## config.mk

```make
export PLATFORM = sky130hd
export DESIGN_NAME = scanline_triangle_span_walker_top
export DESIGN_NICKNAME = d
export VERILOG_FILES = /design/src/rtl/sts_pkg.sv /design/src/rtl/scanline_triangle_span_walker_top.sv /design/src/rtl/sts_div.sv /design/src/rtl/sts_datapath.sv /design/src/rtl/sts_ctrl.sv
export VERILOG_INCLUDE_DIRS = /design/src /design/src/rtl
export SDC_FILE = /design/constraint.sdc
export NUM_CORES = 2
export LEC_CHECK = 0
export ABC_AREA = 1
export BUFFER_PORTS_ARGS = -buffer_cell sky130_fd_sc_hd__buf_2
export CORE_MARGIN = 1.5
export CORE_UTILIZATION = 58
export CTS_CLUSTER_DIAMETER = 200
export DETAILED_ROUTE_END_ITERATION = 6
export PLACE_DENSITY = 0.78
export RECOVER_POWER = 100
export SLEW_MARGIN = 5
export SYNTH_ARGS = -nofsm -noshare
export SYNTH_HDL_FRONTEND = slang
export SYNTH_HIERARCHICAL = 1
export SYNTH_SLANG_ARGS = --single-unit
```

## constraint.sdc

```tcl
create_clock -name clk -period 14.5 [get_ports clk]
set_input_delay 2.9 -clock clk [delete_from_list [all_inputs] [get_ports clk]]
set_output_delay 2.9 -clock clk [all_outputs]
set_load 0.02 [all_outputs]
```

## src/rtl/assert_macros.svh

```systemverilog
// Assertion shorthands used by the RTL sequencer (sts_ctrl).
`ifndef ASSERT_MACROS_SVH
`define ASSERT_MACROS_SVH

// Clocked check, quiet while reset is high.
`define ASSERT_CLK(lbl, clk, rst, prop, msg) \
  lbl: assert property (@(posedge clk) disable iff (rst) (prop)) else $error(msg);

// Condition that must never hold.
`define ASSERT_NEVER(lbl, clk, rst, cond, msg) \
  lbl: assert property (@(posedge clk) disable iff (rst) !(cond)) else $error(msg);

`endif

```

## src/rtl/sts_pkg.sv

```systemverilog
package sts_pkg;

  localparam int COORD_BITS = 12;
  localparam int FRAC_BITS  = 16;
  localparam int ACC_W      = COORD_BITS + FRAC_BITS + 1;
  localparam int DVD_W      = ACC_W + 1;
  localparam int DVS_W      = COORD_BITS + 1;

  localparam logic CMD_LOAD = 1'b0;
  localparam logic CMD_NEXT = 1'b1;

  typedef struct packed {
    logic                         command;
    logic signed [COORD_BITS-1:0] vertex_a_x;
    logic signed [COORD_BITS-1:0] vertex_a_y;
    logic signed [COORD_BITS-1:0] vertex_b_x;
    logic signed [COORD_BITS-1:0] vertex_b_y;
    logic signed [COORD_BITS-1:0] vertex_c_x;
    logic signed [COORD_BITS-1:0] vertex_c_y;
    logic [31:0]                  fill_color;
  } in_word_t;

  typedef struct packed {
    logic signed [COORD_BITS-1:0] row;
    logic signed [COORD_BITS-1:0] x_from;
    logic signed [COORD_BITS-1:0] x_to;
    logic [31:0]                  span_color;
    logic                         last;
  } out_word_t;

  typedef enum logic [2:0] {
    OP_SPLIT,
    OP_BOT_L,
    OP_BOT_R,
    OP_TOP_L,
    OP_TOP_R
  } div_op_t;

  typedef enum logic [2:0] {
    ST_IDLE,
    ST_SETUP,
    ST_DIV_GO,
    ST_DIV_WAIT,
    ST_BOTTOM,
    ST_TOP
  } ctrl_state_t;

  typedef struct packed {
    logic    load;
    logic    div_start;
    div_op_t op;
    logic    init_bottom;
    logic    init_top;
    logic    emit;
    logic    top;
  } ctrl_cmd_t;

  typedef struct packed {
    logic flat_bottom;
    logic flat_top;
    logic split;
    logic row_eq;
    logic div_done;
    logic out_busy;
  } dp_status_t;

endpackage

```

## src/rtl/scanline_triangle_span_walker_top.sv

```systemverilog
// Scanline triangle span walker.
// Input channel in_valid/in_ready/in_word: a word with command load latches
// three vertices and a fill colour; a word with command next asks for one span.
// Output channel out_valid/out_ready/out_word: one span word per next command
// (row, x_from, x_to, span_color, last). A next word while no triangle is being
// walked is taken and dropped. A load replaces any walk in progress.
// A next word yields its span in the following cycle; spans sustain one per
// cycle while the receiver takes them. A load keeps in_ready low for set-up: a
// classify state, then per division a start state and a wait state on the
// shared restoring divider (30 quotient steps, then done); two divisions for
// flat cases, five for a split triangle (split x and four slopes).
// Reset (synchronous, rst high) empties the output register and returns the walk
// to idle. While the receiver stalls with a word waiting, in_ready drops and
// the waiting word holds.
module scanline_triangle_span_walker_top import sts_pkg::*; (
  input  logic      clk,
  input  logic      rst,
  input  logic      in_valid,
  output logic      in_ready,
  input  in_word_t  in_word,
  output logic      out_valid,
  input  logic      out_ready,
  output out_word_t out_word
);

  ctrl_cmd_t  cmd;
  dp_status_t status;

  // Sequencer: load, divisions, walk.
  sts_ctrl u_ctrl (
    .clk        (clk),
    .rst        (rst),
    .in_valid   (in_valid),
    .in_command (in_word.command),
    .status     (status),
    .in_ready   (in_ready),
    .cmd        (cmd)
  );

  // Sort, divider, edge accumulators and output register.
  sts_datapath u_dp (
    .clk       (clk),
    .rst       (rst),
    .in_word   (in_word),
    .cmd       (cmd),
    .out_ready (out_ready),
    .status    (status),
    .out_valid (out_valid),
    .out_word  (out_word)
  );

endmodule

```

## src/rtl/sts_div.sv

```systemverilog
module sts_div import sts_pkg::*; (
  input  logic                    clk,
  input  logic                    rst,
  input  logic                    start,
  input  logic signed [DVD_W-1:0] dividend,
  input  logic signed [DVS_W-1:0] divisor,
  output logic                    done,
  output logic signed [DVD_W-1:0] quotient
);

  localparam int CNT_W = $clog2(DVD_W);
  localparam logic [CNT_W-1:0] CNT_LAST = CNT_W'(DVD_W - 1);

  logic             busy;
  logic [CNT_W-1:0] cnt;
  logic [DVS_W-1:0] rem;
  logic [DVS_W-1:0] dmag;
  logic [DVD_W-1:0] dq;
  logic             neg;
  logic             dzero;

  logic [DVS_W:0]   rem_sh;
  logic             take;
  logic [DVS_W-1:0] rem_next;
  logic [DVD_W-1:0] dq_next;

  // One restoring step per cycle, quotient bits shift in behind the dividend.
  always_comb begin
    rem_sh   = {rem, dq[DVD_W-1]};
    take     = rem_sh >= {1'b0, dmag};
    rem_next = take ? DVS_W'(rem_sh - {1'b0, dmag}) : DVS_W'(rem_sh);
    dq_next  = {dq[DVD_W-2:0], take};
  end

  always_ff @(posedge clk) begin
    if (rst) begin
      busy <= 1'b0;
      done <= 1'b0;
      cnt  <= '0;
    end else begin
      done <= 1'b0;
      if (start) begin
        busy <= 1'b1;
        cnt  <= '0;
      end else if (busy) begin
        cnt <= cnt + 1'b1;
        if (cnt == CNT_LAST) begin
          busy <= 1'b0;
          done <= 1'b1;
        end
      end
    end
  end

  always_ff @(posedge clk) begin
    if (start) begin
      rem   <= '0;
      dq    <= dividend[DVD_W-1] ? DVD_W'(-dividend) : DVD_W'(dividend);
      dmag  <= divisor[DVS_W-1] ? DVS_W'(-divisor) : DVS_W'(divisor);
      neg   <= dividend[DVD_W-1] ^ divisor[DVS_W-1];
      dzero <= divisor == '0;
    end else if (busy) begin
      rem <= rem_next;
      dq  <= dq_next;
      if (cnt == CNT_LAST) begin
        if (dzero) quotient <= '0;
        else quotient <= neg ? DVD_W'(-$signed(dq_next)) : $signed(dq_next);
      end
    end
  end

endmodule

```

## src/rtl/sts_datapath.sv

```systemverilog
module sts_datapath import sts_pkg::*; (
  input  logic       clk,
  input  logic       rst,
  input  in_word_t   in_word,
  input  ctrl_cmd_t  cmd,
  input  logic       out_ready,
  output dp_status_t status,
  output logic       out_valid,
  output out_word_t  out_word
);

  typedef logic signed [COORD_BITS-1:0] crd_t;
  typedef logic signed [COORD_BITS:0]   dif_t;
  typedef logic signed [ACC_W-1:0]      acc_t;

  crd_t sx0, sy0, sx1, sy1, sx2, sy2;
  crd_t split_x;
  crd_t row;
  logic [31:0] color;
  logic flat_bottom, flat_top;
  acc_t acc0, acc1;
  acc_t bs0, bs1, ts0, ts1;

  crd_t vx0, vy0, vx1, vy1, vx2, vy2, tx, ty;

  // Three compare-swaps, swap only when strictly greater.
  always_comb begin
    tx = '0; ty = '0;
    vx0 = in_word.vertex_a_x; vy0 = in_word.vertex_a_y;
    vx1 = in_word.vertex_b_x; vy1 = in_word.vertex_b_y;
    vx2 = in_word.vertex_c_x; vy2 = in_word.vertex_c_y;
    if (vy0 > vy1) begin
      tx = vx0; ty = vy0; vx0 = vx1; vy0 = vy1; vx1 = tx; vy1 = ty;
    end
    if (vy1 > vy2) begin
      tx = vx1; ty = vy1; vx1 = vx2; vy1 = vy2; vx2 = tx; vy2 = ty;
    end
    if (vy0 > vy1) begin
      tx = vx0; ty = vy0; vx0 = vx1; vy0 = vy1; vx1 = tx; vy1 = ty;
    end
  end

  // Divider operands per operation.
  logic signed [DVD_W-1:0] dvd, p_a, p_b, p_c, p_d;
  logic signed [DVS_W-1:0] dvs;
  dif_t dx;
  logic signed [DVD_W-1:0] quo;
  logic div_done;

  always_comb begin
    p_a = DVD_W'(sx0);
    p_b = DVD_W'(dif_t'(sy2 - sy0));
    p_c = DVD_W'(dif_t'(sx2 - sx0));
    p_d = DVD_W'(dif_t'(sy1 - sy0));
    dx  = '0;
    dvs = dif_t'(sy1 - sy0);
    dvd = '0;
    unique case (cmd.op)
      OP_SPLIT: begin
        dvs = dif_t'(sy2 - sy0);
        dvd = DVD_W'(p_a * p_b + p_c * p_d);
      end
      OP_BOT_L: dx = dif_t'(sx1 - sx0);
      OP_BOT_R: dx = flat_bottom ? dif_t'(sx2 - sx0) : dif_t'(split_x - sx0);
      OP_TOP_L: dx = flat_top ? dif_t'(sx2 - sx0) : dif_t'(sx2 - sx1);
      OP_TOP_R: dx = flat_top ? dif_t'(sx2 - sx1) : dif_t'(sx2 - split_x);
      default:  dx = '0;
    endcase
    if (cmd.op != OP_SPLIT) begin
      dvd = DVD_W'(dx) <<< FRAC_BITS;
      if (cmd.op == OP_TOP_L || cmd.op == OP_TOP_R) dvs = dif_t'(sy2 - sy1);
    end
  end

  sts_div u_div (
    .clk      (clk),
    .rst      (rst),
    .start    (cmd.div_start),
    .dividend (dvd),
    .divisor  (dvs),
    .done     (div_done),
    .quotient (quo)
  );

  // Span ends: truncate toward zero.
  dif_t int0, int1;
  always_comb begin
    int0 = acc0[ACC_W-1:FRAC_BITS];
    int1 = acc1[ACC_W-1:FRAC_BITS];
    if (acc0[ACC_W-1] && acc0[FRAC_BITS-1:0] != '0) int0 = dif_t'(int0 + 1'b1);
    if (acc1[ACC_W-1] && acc1[FRAC_BITS-1:0] != '0) int1 = dif_t'(int1 + 1'b1);
  end

  logic row_eq;
  assign row_eq = row == sy1;

  always_ff @(posedge clk) begin
    if (cmd.load) begin
      sx0 <= vx0; sy0 <= vy0; sx1 <= vx1; sy1 <= vy1; sx2 <= vx2; sy2 <= vy2;
      color       <= in_word.fill_color;
      flat_bottom <= vy1 == vy2;
      flat_top    <= (vy1 != vy2) && (vy0 == vy1);
    end
    if (div_done) begin
      unique case (cmd.op)
        OP_SPLIT: split_x <= quo[COORD_BITS-1:0];
        OP_BOT_L: bs0 <= quo[ACC_W-1:0];
        OP_BOT_R: bs1 <= quo[ACC_W-1:0];
        OP_TOP_L: ts0 <= quo[ACC_W-1:0];
        OP_TOP_R: ts1 <= quo[ACC_W-1:0];
        default:  ;
      endcase
    end
    if (cmd.init_bottom) begin
      acc0 <= acc_t'(sx0) <<< FRAC_BITS;
      acc1 <= acc_t'(sx0) <<< FRAC_BITS;
      row  <= sy0;
    end else if (cmd.init_top || (cmd.emit && !cmd.top && row_eq)) begin
      acc0 <= acc_t'(sx2) <<< FRAC_BITS;
      acc1 <= acc_t'(sx2) <<< FRAC_BITS;
      row  <= sy2;
    end else if (cmd.emit) begin
      if (cmd.top) begin
        acc0 <= acc0 - ts0;
        acc1 <= acc1 - ts1;
        row  <= row - 1'b1;
      end else begin
        acc0 <= acc0 + bs0;
        acc1 <= acc1 + bs1;
        row  <= row + 1'b1;
      end
    end
    if (cmd.emit) begin
      out_word.row        <= row;
      out_word.x_from     <= int0[COORD_BITS-1:0];
      out_word.x_to       <= int1[COORD_BITS-1:0];
      out_word.span_color <= color;
      out_word.last       <= row_eq && (cmd.top || flat_bottom);
    end
  end

  always_ff @(posedge clk) begin
    if (rst) begin
      out_valid <= 1'b0;
    end else if (cmd.emit) begin
      out_valid <= 1'b1;
    end else if (out_ready) begin
      out_valid <= 1'b0;
    end
  end

  always_comb begin
    status.flat_bottom = flat_bottom;
    status.flat_top    = flat_top;
    status.split       = !flat_bottom && !flat_top;
    status.row_eq      = row_eq;
    status.div_done    = div_done;
    status.out_busy    = out_valid && !out_ready;
  end

endmodule

```

## src/rtl/sts_ctrl.sv

```systemverilog
`include "assert_macros.svh"

module sts_ctrl import sts_pkg::*; (
  input  logic       clk,
  input  logic       rst,
  input  logic       in_valid,
  input  logic       in_command,
  input  dp_status_t status,
  output logic       in_ready,
  output ctrl_cmd_t  cmd
);

  ctrl_state_t state, state_next;
  div_op_t     op, op_next;
  logic        accept;

  always_ff @(posedge clk) begin
    if (rst) begin
      state <= ST_IDLE;
      op    <= OP_SPLIT;
    end else begin
      state <= state_next;
      op    <= op_next;
    end
  end

  always_comb begin
    state_next = state;
    op_next    = op;
    cmd        = '0;
    cmd.op     = op;
    cmd.top    = state == ST_TOP;
    in_ready   = (state == ST_IDLE || state == ST_BOTTOM || state == ST_TOP)
                 && !status.out_busy;
    accept     = in_valid && in_ready;
    unique case (state)
      ST_IDLE, ST_BOTTOM, ST_TOP: begin
        if (accept && in_command == CMD_LOAD) begin
          cmd.load   = 1'b1;
          state_next = ST_SETUP;
        end else if (accept && state != ST_IDLE) begin
          cmd.emit = 1'b1;
          if (status.row_eq) begin
            state_next = (state == ST_BOTTOM && !status.flat_bottom) ? ST_TOP : ST_IDLE;
          end
        end
      end
      ST_SETUP: begin
        op_next    = status.split ? OP_SPLIT : (status.flat_bottom ? OP_BOT_L : OP_TOP_L);
        state_next = ST_DIV_GO;
      end
      ST_DIV_GO: begin
        cmd.div_start = 1'b1;
        state_next    = ST_DIV_WAIT;
      end
      ST_DIV_WAIT: begin
        if (status.div_done) begin
          if ((op == OP_BOT_R && status.flat_bottom) || op == OP_TOP_R) begin
            if (status.flat_top) begin
              cmd.init_top = 1'b1;
              state_next   = ST_TOP;
            end else begin
              cmd.init_bottom = 1'b1;
              state_next      = ST_BOTTOM;
            end
          end else begin
            state_next = ST_DIV_GO;
            unique case (op)
              OP_SPLIT: op_next = OP_BOT_L;
              OP_BOT_L: op_next = OP_BOT_R;
              OP_BOT_R: op_next = OP_TOP_L;
              default:  op_next = OP_TOP_R;
            endcase
          end
        end
      end
      default: state_next = ST_IDLE;
    endcase
  end

  `ASSERT_CLK(a_start_waits, clk, rst, cmd.div_start |=> state == ST_DIV_WAIT, "divider start not followed by wait")
  `ASSERT_CLK(a_op_held, clk, rst, (state == ST_DIV_WAIT && !status.div_done) |=> $stable(op), "operation changed mid-division")
  `ASSERT_NEVER(a_emit_walk, clk, rst, cmd.emit && !(state == ST_BOTTOM || state == ST_TOP), "span emitted outside a walk")
  `ASSERT_NEVER(a_emit_full, clk, rst, cmd.emit && status.out_busy, "span emitted over an untaken word")

endmodule
```

==> Word-level counts from Yosys, hierarchy flattened <==
Index checks and enable logic that the tools add are counted.
{ "op_classes": {"n_addsub": 22, "mul": 2, "div": 0, "order_cmp": 4, "eq_ne": 18, "shift": 0, "muxes": 72, "n_bitwise": 4, "n_reduce_logical": 48} }
{ "ops": {"columns": ["op", "n"], "rows": [
  ["2-to-1 mux 29 bit", 9],
  ["2-to-1 mux 12 bit", 19],
  ["2-to-1 mux 30 bit", 5],
  ["subtractor 12 x 12 -> 13 bit", 8],
  ["2-to-1 mux 13 bit", 7],
  ["adder 29 bit", 2],
  ["subtractor 29 bit", 2],
  ["one-hot mux 13 bit (4 select lines)", 1],
  ["adder 12 x 1 -> 12 bit (second input constant)", 3],
  ["== test 12 bit", 3],
  ["> comparator 12 bit", 3],
  ["nonzero test 16 bit", 2],
  ["adder 30 bit", 1],
  ["negator 30 bit", 1],
  ["negator 29 bit", 1],
  ["2-to-1 mux 3 bit", 9],
  ["multiplier 13 x 13 -> 26 bit", 1],
  ["multiplier 12 x 13 -> 25 bit", 1],
  ["2-to-1 mux 1 bit", 15],
  ["greater-or-equal comparator 14 x 13 -> 1 bit", 1],
  ["logical AND 1 bit", 14],
  ["zero test 13 bit", 1],
  ["negator 13 bit", 1],
  ["subtractor 13 bit", 1],
  ["other kinds (25)", 59]
]} }
{ "word_totals": {"regBits": 474, "latchBits": 0, "ramBits": 0, "romBits": 0, "inputBits": 109, "out_inout_bits": 71, "elab_cells": 207, "n_memories": 0} }

==> Depth between registers and ports, before layout <==
{ "logic_depth": {"word_depth": 14, "depth_mapped": 52, "ltp_nobuf": 51} }

==> Cells and area by module <==
The synthesis kept the hierarchy.
{ "by_module_without_submodules": {"columns": ["module", "instances", "cells_each", "area_each_um2", "seq_area_each_um2"], "rows": [
  ["sts_datapath", 1, 4635, 38548.2, 10900.5],
  ["sts_div", 1, 794, 6163.4, 2652.5],
  ["sts_ctrl", 1, 79, 489.2, 120.1]
]} }

==> Worst setup path after synthesis <==
Ideal clock, no wire load.
{ "synth_path": {"kind": "input to register", "startpoint": "input port out_ready", "endpoint": "register u_dp.acc0[16], enable pin", "arrival_ns": 13.693, "path_slack_ns": 0.289, "path_stages": 11, "path_buffers": 2, "path_cell_list": "nor2_1 inv_1 nand3_2 nor3_2 nor2_1 clkbuf_1 a31oi_2 inv_2 nor2_1 clkbuf_1 nand2_1"} }
{ "synth_rtl": {"columns": ["element", "line", "source"], "rows": [
  ["start, declared", "scanline_triangle_span_walker_top.sv:22", "input logic out_ready,"],
  ["end signal, assigned", "sts_datapath.sv:115", "acc0 <= acc_t'(sx0) <<< FRAC_BITS;"],
  ["end signal, assigned", "sts_datapath.sv:119", "acc0 <= acc_t'(sx2) <<< FRAC_BITS;"],
  ["end signal, assigned", "sts_datapath.sv:124", "acc0 <= acc0 - ts0;"],
  ["end, declared", "sts_datapath.sv:21", "acc_t acc0, acc1;"]
]} }

==> Final worst setup path <==
{ "layout_path": {"startpoint": "register u_dp.sx0[7]", "endpoint": "register u_dp.u_div.dq[12], data pin"} }
{ "layout_via": {"elab_chain_cells": 8, "word_cells_on_any_way": 14} }
{ "layout_lines": {"columns": ["element", "line", "source"], "rows": [
  ["start, declared", "sts_datapath.sv:16", "crd_t sx0, sy0, sx1, sy1, sx2, sy2;"],
  ["start signal, assigned", "sts_datapath.sv:99", "sx0 <= vx0; sy0 <= vy0; sx1 <= vx1; sy1 <= vy1; sx2 <= vx2; sy2 <= vy2;"],
  ["subtractor 12 x 12 -> 13 bit", "sts_datapath.sv:53, sts_datapath.sv:64, sts_datapath.sv:65", null],
  ["multiplier 13 x 13 -> 26 bit", "sts_datapath.sv:61", "dvd = DVD_W'(p_a * p_b + p_c * p_d);"],
  ["adder 30 bit", "sts_datapath.sv:61", null],
  ["2-to-1 mux 30 bit", "sts_datapath.sv:58", "unique case (cmd.op)"],
  ["2-to-1 mux 30 bit *", "sts_datapath.sv:69", "if (cmd.op != OP_SPLIT) begin"],
  ["negator 30 bit", "sts_div.sv:58", "dq <= dividend[DVD_W-1] ? DVD_W'(-dividend) : DVD_W'(dividend);"],
  ["2-to-1 mux 30 bit *", "sts_div.sv:58", null],
  ["2-to-1 mux 30 bit *", "sts_div.sv:56", "if (start) begin"],
  ["end signal, assigned", "sts_div.sv:58", null],
  ["end signal, assigned", "sts_div.sv:64", "dq <= dq_next;"],
  ["end, declared", "sts_div.sv:18", "logic [DVD_W-1:0] dq;"]
]} }
Mark *: on every way between the ends. The rest lies on a longest branch, timed or not.
A chain may end at the register's enable or synchronous reset.

==> flow_summary.toml <==
[floorplan]
rows = 102
dieArea_sq_mm = 0.0795
ios = 180
start_util_pct = 58.5
die_w_microns = 282
die_h_microns = 282
coreArea_sq_mm = 0.0772

[clocking]
htreeDepth = 2
clock-sinks = 474
clock_path_buffers = 3
clk_pin_slew_worst_paths_ps = 60
postCtsHoldBufs = 0
post_cts_buffers = 0
insertion_delay_ps = 650
cts_tree = "yes"
post_cts_resized = 0
cts_buffers = 52
cts-root-buf = "clkbuf_16"

[global_routing]
use_met3_pct = 9.49
grt_max_degree = 133
grtUsageMet1_pct = 47.2
grt_pass1_vias = 37918
grtUsageTotal_pct = 39.5
met2_usage_pct = 64.0
antenna_found_initial = 5
grt.overflow.total = 0
grt_pass1_wl_microns = 230000
grt-busiest-layer = "met2"

[worst_setup_path]
critPathTopFamily = "adder cells"
r2r-start = "u_dp/sx0[7]$_DFFE_PP_"
cp_num_buf_inv = 10
startpoint = "u_dp/sx0[7]$_DFFE_PP_"
required_ps = 14870
crit_cells = 40
worstPathArrival_ps = 12560
worstSetupPathType = "flip-flop to flip-flop"
r2r_cells = 40
r2r_setup_slack_ps = 2310
path_max_fanout = 27
critPathSlowestCell = "edfxtp_1"
cp-end-kind = "flip-flop"
start_kind = "flip-flop"
crit_end = "u_dp/u_div/dq[12]$_DFFE_PP_"
rr_endpoint = "u_dp/u_div/dq[12]$_DFFE_PP_"
slowest_delay_ps = 960
crit_top_cell = "inv_1"

[sta]
setup_ws_ps = 2310
tightest_slew_ps = 3740
fin_crit_ps = 12190
period_share_pct = 84.1
final_hold_viol_count = 0
drv_slew = 535
tns_ps = 0
fin_worst_skew_ps = 36.7
rsz0062_at_grt = "no"
slew-limit-headroom_pct = -149
setup_viol = 0
max_freq_mhz = 82.0

[final_layout]
drive_above_1_share_pct = 5.41
final_cell_mix = "1144 x nand2_1, 913 x inv_1, 471 x nor2_1"
mostFrequentLayoutCell = "nand2_1"
fin_area_sq_mm = 0.0487
area_delta_synth_final_pct = 7.90
nets = 6451

[placed_design]
post-dp-hpwl_microns = 125000
numPortBuffers = 179
dp_slack_ps = 3500
place_area_sq_mm = 0.0472
place_congestion = 1.05

[run]
maxCapViolCount = 14

[detailed_routing]
avgViaCountPerCell = 5.83
drtPass1Iterations = 7
drt_iter0_markers = 3318
antenna_left = 0
dr_total_vias = 39263
post_drt_wl_per_cell_microns = 23.3
route.final.wire_length_microns = 157000
drc_errors = 0

[status]
violations = "capacitance limit, slew limit"
outcome = "finished with violations"

[synth]
synth_area_sq_mm = 0.0451
synthCells = 5500
ys_warn_count = 6
avgSynthCellArea_sq_um = 8.21
syn-num-nets = 6305

[min_path]
hp-class = "flip-flop to flip-flop"
==> state kept, by name (all words and copies together) (netlist names), 13 cells and up <==
signal and count:
u_dp/acc1 29, u_dp/u_div/rem 13, u_dp/out_word 69, u_dp/acc0 29, u_dp/ts0 29, u_dp/ts1 29, u_dp/bs0 29, u_dp/color 32
u_dp/bs1 29, u_dp/u_div/dmag 13, u_dp/u_div/quotient 29, u_dp/u_div/dq 30
==> per-layer routing <==
metal	up-vias	wire length [microns]
li1	18214	-
met1	18589	58500
met2	1959	72200
met3	499	14800
met4	2	11400
met5	-	13
==> worst register-to-register path, delay by kind of cell (launching register included) <==
| family | cells | cell delay (ps) |
|---|---|---|
| AOI/OAI and AO/OA | 6 | 930 |
| xor gates and xnor gates | 1 | 180 |
| adders and majority gates | 9 | 4250 |
| buffers and inverters | 10 | 2810 |
| DFF | 1 | 960 |
| and+or+nand+nor | 14 | 2800 |
==> area by class of cell <==
cell class	count	area, sq um
Inverter	940	3530
Clock buffer	71	1460
Sequential cell	474	13600
Tap cell	1040	1300
Multi-Input combinational cell	3946	27300
Antenna cell	5	12.5
Clock inverter	27	280
Fill cell	6731	28500
Timing Repair Buffer	232	1140
==> per-stage QoR <==
step | hold WS (ps) | cells | util (%)
2_1_floorplan | 400 | 5500 | -
3_3_place_gp | 401 | 6632 | 61.1
3_5_place_dp | 405 | 6632 | 61.1
4_1_cts | 418 | 6730 | 63.4
5_1_grt | 423 | 6731 | 63.1
6_report | 419 | 6735 | 63.1
==> worst min-delay path by stage <==
stage | startpoint | end | slack, ps | cells after the start
after detailed placement | u_dp/color[2]$_DFFE_PP_ | u_dp/out_word[3]$_DFFE_PP_ | 400 | 0
after global placement | u_dp/color[1]$_DFFE_PP_ | u_dp/out_word[2]$_DFFE_PP_ | 400 | 0
after CTS | u_dp/color[2]$_DFFE_PP_ | u_dp/out_word[3]$_DFFE_PP_ | 420 | 0
after global routing | u_dp/color[23]$_DFFE_PP_ | u_dp/out_word[24]$_DFFE_PP_ | 420 | 0
final | u_dp/color[2]$_DFFE_PP_ | u_dp/out_word[3]$_DFFE_PP_ | 420 | 0
after floorplan | u_dp/color[9]$_DFFE_PP_ | u_dp/out_word[10]$_DFFE_PP_ | 400 | 0
Power is not shown: default switching activity piles up to over one toggle a cycle in this logic, so the estimate is an artifact.
